[src/assert_macros.svh]
// assertion helpers used by the top-level rtl file
// no dependencies; include by bare file name
`ifndef ASSERT_MACROS_SVH
`define ASSERT_MACROS_SVH

// property checked on every rising edge outside reset
`define CDD_ASSERT(label, clk, rstn, prop) \
    label: assert property (@(posedge clk) disable iff (!rstn) prop) \
        else $error("cdd assertion failed");

// property checked on every rising edge, reset included
`define CDD_ASSERT_ALWAYS(label, clk, prop) \
    label: assert property (@(posedge clk) prop) \
        else $error("cdd assertion failed during reset");

`endif

[src/cdd_pkg.sv]
// shared types, constants and calendar tables for the civil date converter
// no dependencies
package cdd_pkg;

    localparam int unsigned YearW = 14;
    localparam int unsigned MonthW = 4;
    localparam int unsigned DayW = 5;
    localparam int unsigned QuotW = 7;   // year / 100 is at most 99
    localparam int unsigned DoyW = 9;    // day of the March-based year
    localparam int unsigned DayNumW = 23;
    localparam int unsigned SumW = 24;
    localparam int unsigned ProdW = 27;

    localparam logic [YearW-1:0] YearMax = 14'd9999;
    localparam logic [12:0] Recip100 = 13'd5243;     // ceil(2^19 / 100)
    localparam int unsigned Recip100Shift = 19;
    localparam logic [SumW-1:0] EpochShift = 24'd719468;
    localparam logic [SumW-1:0] DaysPerYear = 24'd365;
    localparam logic [MonthW-1:0] MonthFeb = 4'd2;
    localparam logic [MonthW-1:0] MonthDec = 4'd12;

    typedef struct packed {
        logic              ok;
        logic [YearW-1:0]  ys;    // year shifted so it starts in March
        logic [QuotW-1:0]  qs;    // ys / 100
        logic [DoyW-1:0]   doy;
    } stage_t;

    function automatic logic [DayW-1:0] month_len(input logic [MonthW-1:0] m);
        logic [DayW-1:0] len;
        unique case (m)
            4'd2:                      len = 5'd28;
            4'd4, 4'd6, 4'd9, 4'd11:   len = 5'd30;
            default:                   len = 5'd31;
        endcase
        return len;
    endfunction

    // days before month mp of a year that starts in March
    function automatic logic [DoyW-1:0] days_before(input logic [MonthW-1:0] mp);
        logic [DoyW-1:0] cum;
        unique case (mp)
            4'd0:    cum = 9'd0;
            4'd1:    cum = 9'd31;
            4'd2:    cum = 9'd61;
            4'd3:    cum = 9'd92;
            4'd4:    cum = 9'd122;
            4'd5:    cum = 9'd153;
            4'd6:    cum = 9'd184;
            4'd7:    cum = 9'd214;
            4'd8:    cum = 9'd245;
            4'd9:    cum = 9'd275;
            4'd10:   cum = 9'd306;
            4'd11:   cum = 9'd337;
            default: cum = 9'd0;
        endcase
        return cum;
    endfunction

endpackage

[src/cdd_front.sv]
// first two pipeline stages: year / 100 by reciprocal, then date check and day of year
// depends on cdd_pkg
module cdd_front (
    input  logic                        aclk,
    input  logic                        aresetn,
    input  logic                        up_valid,
    output logic                        up_ready,
    input  logic [cdd_pkg::YearW-1:0]   up_year,
    input  logic [cdd_pkg::MonthW-1:0]  up_month,
    input  logic [cdd_pkg::DayW-1:0]    up_day,
    output logic                        dn_valid,
    input  logic                        dn_ready,
    output cdd_pkg::stage_t             dn_data
);

    logic                        st1_valid_reg;
    logic [cdd_pkg::YearW-1:0]   st1_year_reg;
    logic [cdd_pkg::MonthW-1:0]  st1_month_reg;
    logic [cdd_pkg::DayW-1:0]    st1_day_reg;
    logic [cdd_pkg::ProdW-1:0]   st1_prod_reg;
    logic [cdd_pkg::ProdW-1:0]   st1_prod_next;

    logic                        st2_valid_reg;
    cdd_pkg::stage_t             st2_data_reg;
    cdd_pkg::stage_t             st2_data_next;

    logic ready1;
    logic ready2;

    logic [cdd_pkg::QuotW-1:0]   q100;
    logic [cdd_pkg::YearW-1:0]   rem_full;
    logic [cdd_pkg::QuotW-1:0]   rem100;
    logic                        leap;
    logic                        early;
    logic [cdd_pkg::DayW-1:0]    lim;
    logic [cdd_pkg::MonthW-1:0]  mp;
    logic                        ok;

    assign ready2 = !st2_valid_reg || dn_ready;
    assign ready1 = !st1_valid_reg || ready2;
    assign up_ready = ready1;

    assign st1_prod_next = cdd_pkg::ProdW'(up_year) * cdd_pkg::ProdW'(cdd_pkg::Recip100);

    always_comb begin
        q100 = st1_prod_reg[cdd_pkg::Recip100Shift +: cdd_pkg::QuotW];
        rem_full = st1_year_reg - cdd_pkg::YearW'(q100) * 14'd100;
        rem100 = rem_full[cdd_pkg::QuotW-1:0];
        leap = ((st1_year_reg[1:0] == 2'd0) && (rem100 != '0))
            || ((rem100 == '0) && (q100[1:0] == 2'd0));
        early = (st1_month_reg <= cdd_pkg::MonthFeb);
        lim = ((st1_month_reg == cdd_pkg::MonthFeb) && leap)
            ? 5'd29 : cdd_pkg::month_len(st1_month_reg);
        ok = (st1_year_reg != '0) && (st1_year_reg <= cdd_pkg::YearMax)
            && (st1_month_reg != '0) && (st1_month_reg <= cdd_pkg::MonthDec)
            && (st1_day_reg != '0) && (st1_day_reg <= lim);
        mp = early ? (st1_month_reg + 4'd9) : (st1_month_reg - 4'd3);
        st2_data_next.ok = ok;
        st2_data_next.ys = st1_year_reg - cdd_pkg::YearW'(early);
        // shifted year crosses a century boundary only in Jan/Feb of a round year
        st2_data_next.qs = (early && (rem100 == '0)) ? (q100 - 7'd1) : q100;
        st2_data_next.doy = cdd_pkg::days_before(mp)
            + cdd_pkg::DoyW'(st1_day_reg) - 9'd1;
    end

    always_ff @(posedge aclk) begin
        if (!aresetn) begin
            st1_valid_reg <= 1'b0;
            st2_valid_reg <= 1'b0;
        end else begin
            if (ready1) begin
                st1_valid_reg <= up_valid;
            end
            if (ready2) begin
                st2_valid_reg <= st1_valid_reg;
            end
        end
    end

    always_ff @(posedge aclk) begin
        if (ready1 && up_valid) begin
            st1_year_reg  <= up_year;
            st1_month_reg <= up_month;
            st1_day_reg   <= up_day;
            st1_prod_reg  <= st1_prod_next;
        end
        if (ready2 && st1_valid_reg) begin
            st2_data_reg <= st2_data_next;
        end
    end

    assign dn_valid = st2_valid_reg;
    assign dn_data = st2_data_reg;

endmodule

[src/cdd_count.sv]
// last stage and output register: day count from shifted year and day of year
// depends on cdd_pkg
module cdd_count (
    input  logic                          aclk,
    input  logic                          aresetn,
    input  logic                          up_valid,
    output logic                          up_ready,
    input  cdd_pkg::stage_t               up_data,
    output logic                          out_valid,
    input  logic                          out_ready,
    output logic                          out_ok,
    output logic [cdd_pkg::DayNumW-1:0]   out_day_number
);

    logic                          valid_reg;
    logic                          ok_reg;
    logic [cdd_pkg::DayNumW-1:0]   day_number_reg;
    logic [cdd_pkg::DayNumW-1:0]   day_number_next;
    logic [cdd_pkg::SumW-1:0]      sum;
    logic                          ready;

    assign ready = !valid_reg || out_ready;
    assign up_ready = ready;

    // ys*365 + ys/4 - ys/100 + ys/400 + doy equals era*146097 + day of era, less the 1970-01-01 shift; 0 if invalid
    always_comb begin
        sum = cdd_pkg::SumW'(up_data.ys) * cdd_pkg::DaysPerYear
            + cdd_pkg::SumW'(up_data.ys[cdd_pkg::YearW-1:2])
            - cdd_pkg::SumW'(up_data.qs)
            + cdd_pkg::SumW'(up_data.qs[cdd_pkg::QuotW-1:2])
            + cdd_pkg::SumW'(up_data.doy)
            - cdd_pkg::EpochShift;
        day_number_next = up_data.ok ? sum[cdd_pkg::DayNumW-1:0] : '0;
    end

    always_ff @(posedge aclk) begin
        if (!aresetn) begin
            valid_reg <= 1'b0;
        end else if (ready) begin
            valid_reg <= up_valid;
        end
    end

    always_ff @(posedge aclk) begin
        if (ready && up_valid) begin
            ok_reg <= up_data.ok;
            day_number_reg <= day_number_next;
        end
    end

    assign out_valid = valid_reg;
    assign out_ok = ok_reg;
    assign out_day_number = day_number_reg;

endmodule

[src/civil_date_to_day_number_top.sv]
// Gregorian date to day number converter, top level
// depends on cdd_pkg, cdd_front, cdd_count and assert_macros.svh
//
// Use: present a date on the s_ channel (year, month, day packed in s_tdata);
// each accepted item yields exactly one result item on the m_ channel, in order.
// The result carries date_ok on m_tuser and the signed day count since 1970-01-01
// on m_tdata; invalid dates (year 0 or above 9999, bad month, day out of range)
// give date_ok 0 and a day number of 0.
// Throughput: one item per cycle while the m_ channel does not stall; the three
// register stages are the year / 100 reciprocal multiply, the date check with
// day-of-year lookup, and the final 365-day multiply and sum that loads the
// output register.
// Stalls: when m_tready is low the result holds on m_tdata, and earlier stages
// keep filling empty slots, so s_tready drops only once all stages hold items.
// Reset: aresetn low (synchronous) drops every valid bit; nothing is in flight
// afterward and m_tvalid is low.
`include "assert_macros.svh"

module civil_date_to_day_number_top (
    input  logic        aclk,
    input  logic        aresetn,
    input  logic        s_tvalid,
    output logic        s_tready,
    input  logic [23:0] s_tdata,    // year[13:0], month[17:14], day[22:18], zero pad
    output logic        m_tvalid,
    input  logic        m_tready,
    output logic [23:0] m_tdata,    // day_number[22:0], zero pad
    output logic        m_tuser     // date_ok
);

    logic                          mid_valid;
    logic                          mid_ready;
    cdd_pkg::stage_t               mid_data;
    logic                          res_ok;
    logic [cdd_pkg::DayNumW-1:0]   res_day_number;
    logic                          day_in_range;

    cdd_front u_front (
        .aclk     (aclk),
        .aresetn  (aresetn),
        .up_valid (s_tvalid),
        .up_ready (s_tready),
        .up_year  (s_tdata[13:0]),
        .up_month (s_tdata[17:14]),
        .up_day   (s_tdata[22:18]),
        .dn_valid (mid_valid),
        .dn_ready (mid_ready),
        .dn_data  (mid_data)
    );

    cdd_count u_count (
        .aclk           (aclk),
        .aresetn        (aresetn),
        .up_valid       (mid_valid),
        .up_ready       (mid_ready),
        .up_data        (mid_data),
        .out_valid      (m_tvalid),
        .out_ready      (m_tready),
        .out_ok         (res_ok),
        .out_day_number (res_day_number)
    );

    assign m_tdata = {1'b0, res_day_number};
    assign m_tuser = res_ok;

    assign day_in_range = ($signed(res_day_number) >= -23'sd719162)
        && ($signed(res_day_number) <= 23'sd2932896);

    `CDD_ASSERT(a_bad_date_zero, aclk, aresetn, (m_tvalid && !m_tuser) |-> (m_tdata == '0))
    `CDD_ASSERT(a_day_in_range, aclk, aresetn, (m_tvalid && m_tuser) |-> day_in_range)
    `CDD_ASSERT_ALWAYS(a_reset_empties, aclk, $past(!aresetn) |-> !m_tvalid)

endmodule
[config.mk]
export PLATFORM = sky130hd
export DESIGN_NAME = civil_date_to_day_number_top
export DESIGN_NICKNAME = d
export VERILOG_FILES = /design/src/cdd_pkg.sv /design/src/cdd_front.sv /design/src/cdd_count.sv /design/src/civil_date_to_day_number_top.sv
export VERILOG_INCLUDE_DIRS = /design/src /design/src/src
export SDC_FILE = /design/constraint.sdc
export NUM_CORES = 1
export LEC_CHECK = 0
export BUFFER_PORTS_ARGS = -buffer_cell sky130_fd_sc_hd__buf_2
export CAP_MARGIN = 20
export CORE_MARGIN = 5
export CORE_UTILIZATION = 50
export DETAILED_ROUTE_END_ITERATION = 12
export PLACE_DENSITY_LB_ADDON = 0.1
export SLEW_MARGIN = 0
export SYNTH_ARGS = -nofsm -noshare
export SYNTH_HDL_FRONTEND = slang
export SYNTH_HIERARCHICAL = 1
export SYNTH_SLANG_ARGS = --single-unit
[constraint.sdc]
create_clock -name aclk -period 5.72 [get_ports aclk]
set_clock_uncertainty 0.1 [all_clocks]
set_input_delay 0.572 -clock aclk [delete_from_list [all_inputs] [get_ports aclk]]
set_output_delay 0.572 -clock aclk [all_outputs]
set_load 0.05 [all_outputs]
Word-level counts from Yosys, hierarchy flattened
Memory sizes are Yosys's and may differ from the RTL's.
Index checks and enable logic that the tools add are counted.
{"block": "word_totals", "regBits": 107, "rom_bits": 144, "inputBits": 28, "out_inout_bits": 27, "elab_cells": 69, "memories": 1}
{"name": "(name not given)", "depth": 16, "word_bits": 9, "rd": 1, "rd_ports_with_merged_regs": 0, "write_ports": 0, "line_no": "cdd_pkg.sv:42", "text": "unique case (mp)"}
{"block": "classes", "n_addsub": 12, "n_mul": 3, "order_cmp": 4, "eq_ne": 5, "n_mux": 4, "reduce_logical": 27}
{"cell": "multiplier 14 x 13 -> 26 bit, second input constant", "count": 1}
{"cell": "adder 23 x 12 -> 23 bit", "count": 1}
{"cell": "adder 23 x 5 -> 23 bit", "count": 1}
{"cell": "adder 23 x 9 -> 23 bit", "count": 1}
{"cell": "multiplier 14 x 9 -> 23 bit, second input constant", "count": 1}
{"cell": "subtractor 23 x 20 -> 23 bit, second input constant", "count": 1}
{"cell": "subtractor 23 x 7 -> 23 bit", "count": 1}
{"cell": "<= comparator 14 bit, second input constant", "count": 1}
{"cell": "nonzero test 14 bit", "count": 1}
{"cell": "subtractor 14 x 1 -> 14 bit", "count": 1}
{"cell": "logical AND 1 bit", "count": 12}
{"cell": "adder 9 x 5 -> 9 bit", "count": 1}
{"cell": "subtractor 9 x 1 -> 9 bit, second input constant", "count": 1}
{"cell": "== test 4 x 3 -> 1 bit, second input constant", "count": 2}
{"cell": "== test 4 bit, second input constant", "count": 2}
{"cell": "zero test 7 bit", "count": 1}
{"cell": "multiplier 7 x 5 -> 5 bit, second input constant", "count": 1}
{"cell": "two-way mux 7 bit", "count": 1}
{"cell": "nonzero test 7 bit", "count": 1}
{"cell": "subtractor 7 x 1 -> 7 bit, second input constant", "count": 1}
{"cell": "subtractor 7 bit", "count": 1}
{"cell": "<= comparator 5 bit", "count": 1}
{"cell": "nonzero test 5 bit", "count": 1}
{"cell": "adder 4 bit, second input constant", "count": 1}
{"cell": "12 further kinds", "count": 18}

Longest topological paths before layout
{"block": "depth", "depth_word": 9, "ltp_mapped": 22, "mapped_depth_nobuf": 21}

Hierarchy
The synthesis kept the hierarchy.
{"mod": "cdd_front", "instances": 1, "cells_per_inst": 613, "area_each_um2": 6597.6, "seq_area_each_um2": 1871.8}
{"mod": "cdd_count", "instances": 1, "cells_per_inst": 518, "area_each_um2": 5237.5, "seq_area_each_um2": 740.7}
{"mod": "civil_date_to_day_number_top", "instances": 1, "cells_per_inst": 2, "area_each_um2": 11.3, "seq_area_each_um2": 0.0}

Worst setup path after synthesis
OpenSTA, ideal clock, no wires.
{"block": "synth_timing", "path_kind": "register -> register", "from": "reg u_front.st2_data_reg (netlist bit u_front/dn_data[19])", "to": "reg u_count.day_number_reg (netlist bit u_count/out_day_number[14]) (data pin)", "setup_ns": 0.255, "arrival_ns": 4.707, "required_time_ns": 5.365, "slack_ns": 0.658, "path_stages_with_launch": 18, "n_path_buf": 0, "synth_period_minus_slack_ns": 5.062, "path_cell_list": "edfxtp_1 -> fa_1 -> inv_1 -> fa_1 -> inv_1 -> ha_1 -> inv_1 -> fa_1 -> fa_1 -> inv_1 -> fa_1 -> ha_1 -> o21ai_0 -> a22o_1 -> o2bb2ai_1 -> or3_1 -> xor2_1 -> and2_1"}
{"block": "synth_via", "elab_chain_len": 6}
{"element": "start: declaration", "line_no": "cdd_front.sv:24", "text": "cdd_pkg::stage_t st2_data_reg;"}
{"element": "start signal: assignment", "line_no": "cdd_front.sv:88", "text": "st2_data_reg <= st2_data_next;"}
{"element": "multiplier 14 x 9 -> 23 bit", "line_no": "cdd_count.sv:27", "text": "sum = cdd_pkg::SumW'(up_data.ys) * cdd_pkg::DaysPerYear"}
{"element": "adder 23 x 12 -> 23 bit (*)", "line_no": "cdd_count.sv:28", "text": "+ cdd_pkg::SumW'(up_data.ys[cdd_pkg::YearW-1:2])"}
{"element": "subtractor 23 x 7 -> 23 bit (*)", "line_no": "cdd_count.sv:29", "text": "- cdd_pkg::SumW'(up_data.qs)"}
{"element": "adder 23 x 5 -> 23 bit (*)", "line_no": "cdd_count.sv:30", "text": "+ cdd_pkg::SumW'(up_data.qs[cdd_pkg::QuotW-1:2])"}
{"element": "adder 23 x 9 -> 23 bit (*)", "line_no": "cdd_count.sv:31", "text": "+ cdd_pkg::SumW'(up_data.doy)"}
{"element": "subtractor 23 x 20 -> 23 bit (*)", "line_no": "cdd_count.sv:32", "text": "- cdd_pkg::EpochShift;"}
{"element": "end signal: assignment", "line_no": "cdd_count.sv:47", "text": "day_number_reg <= day_number_next;"}
{"element": "end: declaration", "line_no": "cdd_count.sv:17", "text": "logic [cdd_pkg::DayNumW-1:0] day_number_reg;"}
Mark *: on every way between the ends. The rest lies on a longest branch, timed or not.
A chain may end at the register's enable or synchronous reset.

Worst setup path after layout
{"block": "layout_timing", "from": "reg u_front.st2_data_reg (netlist bit u_front/dn_data[22])", "to": "reg u_count.day_number_reg (netlist bit u_count/out_day_number[22]) (data pin)"}
Same word-level chain as after synthesis.

==> results.sh <==
export IMPL_firstDrtPassIters=6
export IMPL_status="finished clean"
export IMPL_endpoint_kind="flip-flop"
export IMPL_cts_tree="built"
export IMPL_final_cells=1518
export IMPL_grt_pass1_vias=7769
export IMPL_setup_viol=0
export IMPL_r2r_cells=15
export IMPL_viasPerCell=4.94
export IMPL_htree_levels=3
export IMPL_critical_path_endpoint="u_count/out_day_number[22]"
export IMPL_placed_cells=1501
export IMPL_rsz0062_at_grt="no"
export IMPL_synth_fp_nets=1534
export IMPL_dr_first_iter_drc_count=211
export IMPL_worst_pin_slew_ns=0.971
export IMPL_hp_class="primary input to flip-flop"
export IMPL_fin_util=0.550
export IMPL_post_cts_buffers=0
export IMPL_r2r_end="u_count/out_day_number[22]"
export IMPL_clk_pin_slew_ns=0.07
export IMPL_setup_tns_ns=0
export IMPL_maxCapViolCount=0
export IMPL_finalMaxSlewViolations=0
export IMPL_io_pins=55
export IMPL_wl_per_cell_um=14.0
export IMPL_peakVddDrop_mv=0.435
export IMPL_start_util=0.506
export IMPL_cts_buffers=9
export IMPL_start_kind="flip-flop"
export IMPL_ctsResizeCount=0
export IMPL_p_per_area_nw_per_um2=558
export IMPL_grt_pass1_wl_um=37100
export IMPL_portBuffers=52
export IMPL_critPathMaxFanout=5
export IMPL_ant_nets=0
export IMPL_fp_dieW_um=164
export IMPL_synth_edff_count=85
export IMPL_cpPeakStageDelay_ns=0.55
export IMPL_synth_distinct_cells=62
export IMPL_cp_cell_sequence="buf_4 -> ha_1 -> fa_1 -> inv_1 -> fa_1 -> fa_1 -> fa_1 -> ha_1 -> ha_1 -> nand2_1 -> o21ai_0 -> or4_1 -> o22ai_1 -> xnor2_1 -> and2_1"
export IMPL_cpMostUsedCell="fa_1"
export IMPL_critPathArrivalTime_ns=5.47
export IMPL_ys_ff_latch=88
export IMPL_max_slew_margin=0.348
export IMPL_ys_async_sr_fraction=0
export IMPL_num_antenna_cells=0
export IMPL_insertion_delay_ns=0.35
export IMPL_hold_violations=0
export IMPL_hold_buffers=0
export IMPL_routed_wl_um=21300
export IMPL_yosysTopAreaCell="fa_1"
export IMPL_layout_drive_gt1_share=0.0734
export IMPL_cts_buffer_depth=2
export IMPL_holdCritStartpoint="s_tdata[21]"
export IMPL_vias=7503
export IMPL_fp_dieH_um=164
export IMPL_fin_crit_sh=0.955
export IMPL_slowest_stage="or4_1"
export IMPL_hpwl_um=18700
export IMPL_max_clock_freq_ghz=0.183
export IMPL_cts_sinks=88
export IMPL_layout_commonest_cell="inv_1"
export IMPL_yosysSeqAreaShare=0.221
export IMPL_postSynthCellCount=1133
export IMPL_synth_top_area_share=0.245
export IMPL_synth_ff_type="edfxtp_1"
export IMPL_min_period_ns=5.46
export IMPL_placement_rows=56
export IMPL_netlist_area_um2=11800
export IMPL_area_growth_pct=8.65
export IMPL_syn_avg_cell_area_um2=10.5
export IMPL_largest_reg_flops=31
export IMPL_nets=1595
export IMPL_ys_warn_count=6
export IMPL_drc_errors=0
export IMPL_r2r_setup_slack_ns=0.26
export IMPL_core_um2=23400
export IMPL_grt_max_degree=32
export IMPL_final_cell_mix="inv_1, ha_1, fa_1"
export IMPL_cp_data_required_time_ns=5.73
export IMPL_timing_rr_start="u_front/dn_data[22]"
export IMPL_cts_root_buf="clkbuf_16"
export IMPL_gr_total_overflow=0
export IMPL_globalRouteTotalUtil=0.172
export IMPL_crit_start="u_front/dn_data[22]"
export IMPL_power_leakage_nw=6.53
export IMPL_ys_top_cells_by_area="fa_1, ha_1, edfxtp_1"
export IMPL_antenna_found_initial=0
export IMPL_place_gp_congestion=0.836
export IMPL_criticalPathCategory="flip-flop to flip-flop"
export IMPL_die_area_um2=26900
-- worst min path at each step --
stage                     cells after the start                      to
after floorplan                               2       u_count/out_valid
after global placement                        2       u_count/out_valid
after detailed placement                      2       u_count/out_valid
after CTS                                     1  u_front/st1_day_reg[0]
after global routing                          1  u_front/st1_day_reg[1]
final                                         1  u_front/st1_day_reg[3]
-- stage by stage --
step	total power, mW	hold slack [ns]	setup slack, ns	instance area, um^2
after floorplan	5.43	0.339	0.658	11800
after global placement	6.49	0.351	0.259	12500
after detailed placement	6.54	0.352	0.256	12500
after CTS	7.25	0.276	0.254	12800
after global routing	8.07	0.274	0.0110	12900
final	7.18	0.298	0.259	12900
-- critical path: cells and delay by family (launching register included) --
| family | cells | cell delay, ns |
|---|---|---|
| buffers and inverters | 2 | 0.26 |
| AOI/OAI and AO/OA | 2 | 0.41 |
| and+or+nand+nor | 3 | 0.86 |
| xor gates and xnor gates | 1 | 0.10 |
| adders and majority gates | 7 | 3.01 |
| DFF | 1 | 0.50 |
-- logic make-up after synthesis --
logic type,after synthesis,synth area share
fa+ha+maj,373,0.486
buf+inv,307,0.0979
simple gates,189,0.0868
compound gates,118,0.0640
flops,88,0.221
xor+xnor,51,0.0395
mux,6,0.00507
other cells,1,0.000317
-- report_power, final --
group | switching [mW] | total (mW) | internal (mW)
Clock | 0.257 | 0.645 | 0.388
Sequential | 0.0733 | 1.03 | 0.958
Combinational | 3.13 | 5.51 | 2.38
-- synthesized netlist by cell type, types with 5 or more instances --
library cell / n
a21o_1: 10
a21oi_1: 38
a31oi_1: 8
and2_1: 16
and3_1: 11
clkbuf_1: 5
edfxtp_1: 85
fa_1: 145
ha_1: 228
inv_1: 297
mux2i_1: 6
nand2_1: 48
nand2b_1: 8
nand3_1: 20
nand4_1: 8
nor2_1: 22
nor2b_1: 8
nor3_1: 17
o21ai_0: 25
or3_1: 8
xnor2_1: 29
xor2_1: 20
-- routing by layer --
layer  wire length, um  up-vias  track usage
met5                 0        -            0
met4               233        0       0.0366
met3               445       12       0.0193
met2             10700       83        0.302
met1              9870     3579        0.231
li1                  -     3829            -
-- area by class of cell --
type                            instances  area, um^2
Multi-Input combinational cell        738        8080
Timing Repair Buffer                   60         340
Clock buffer                            9         225
Fill cell                            2171       10500
Clock inverter                          7         101
Sequential cell                        88        2610
Tap cell                              319         399
Inverter                              297        1110
Power figures use the tool's default switching activity.
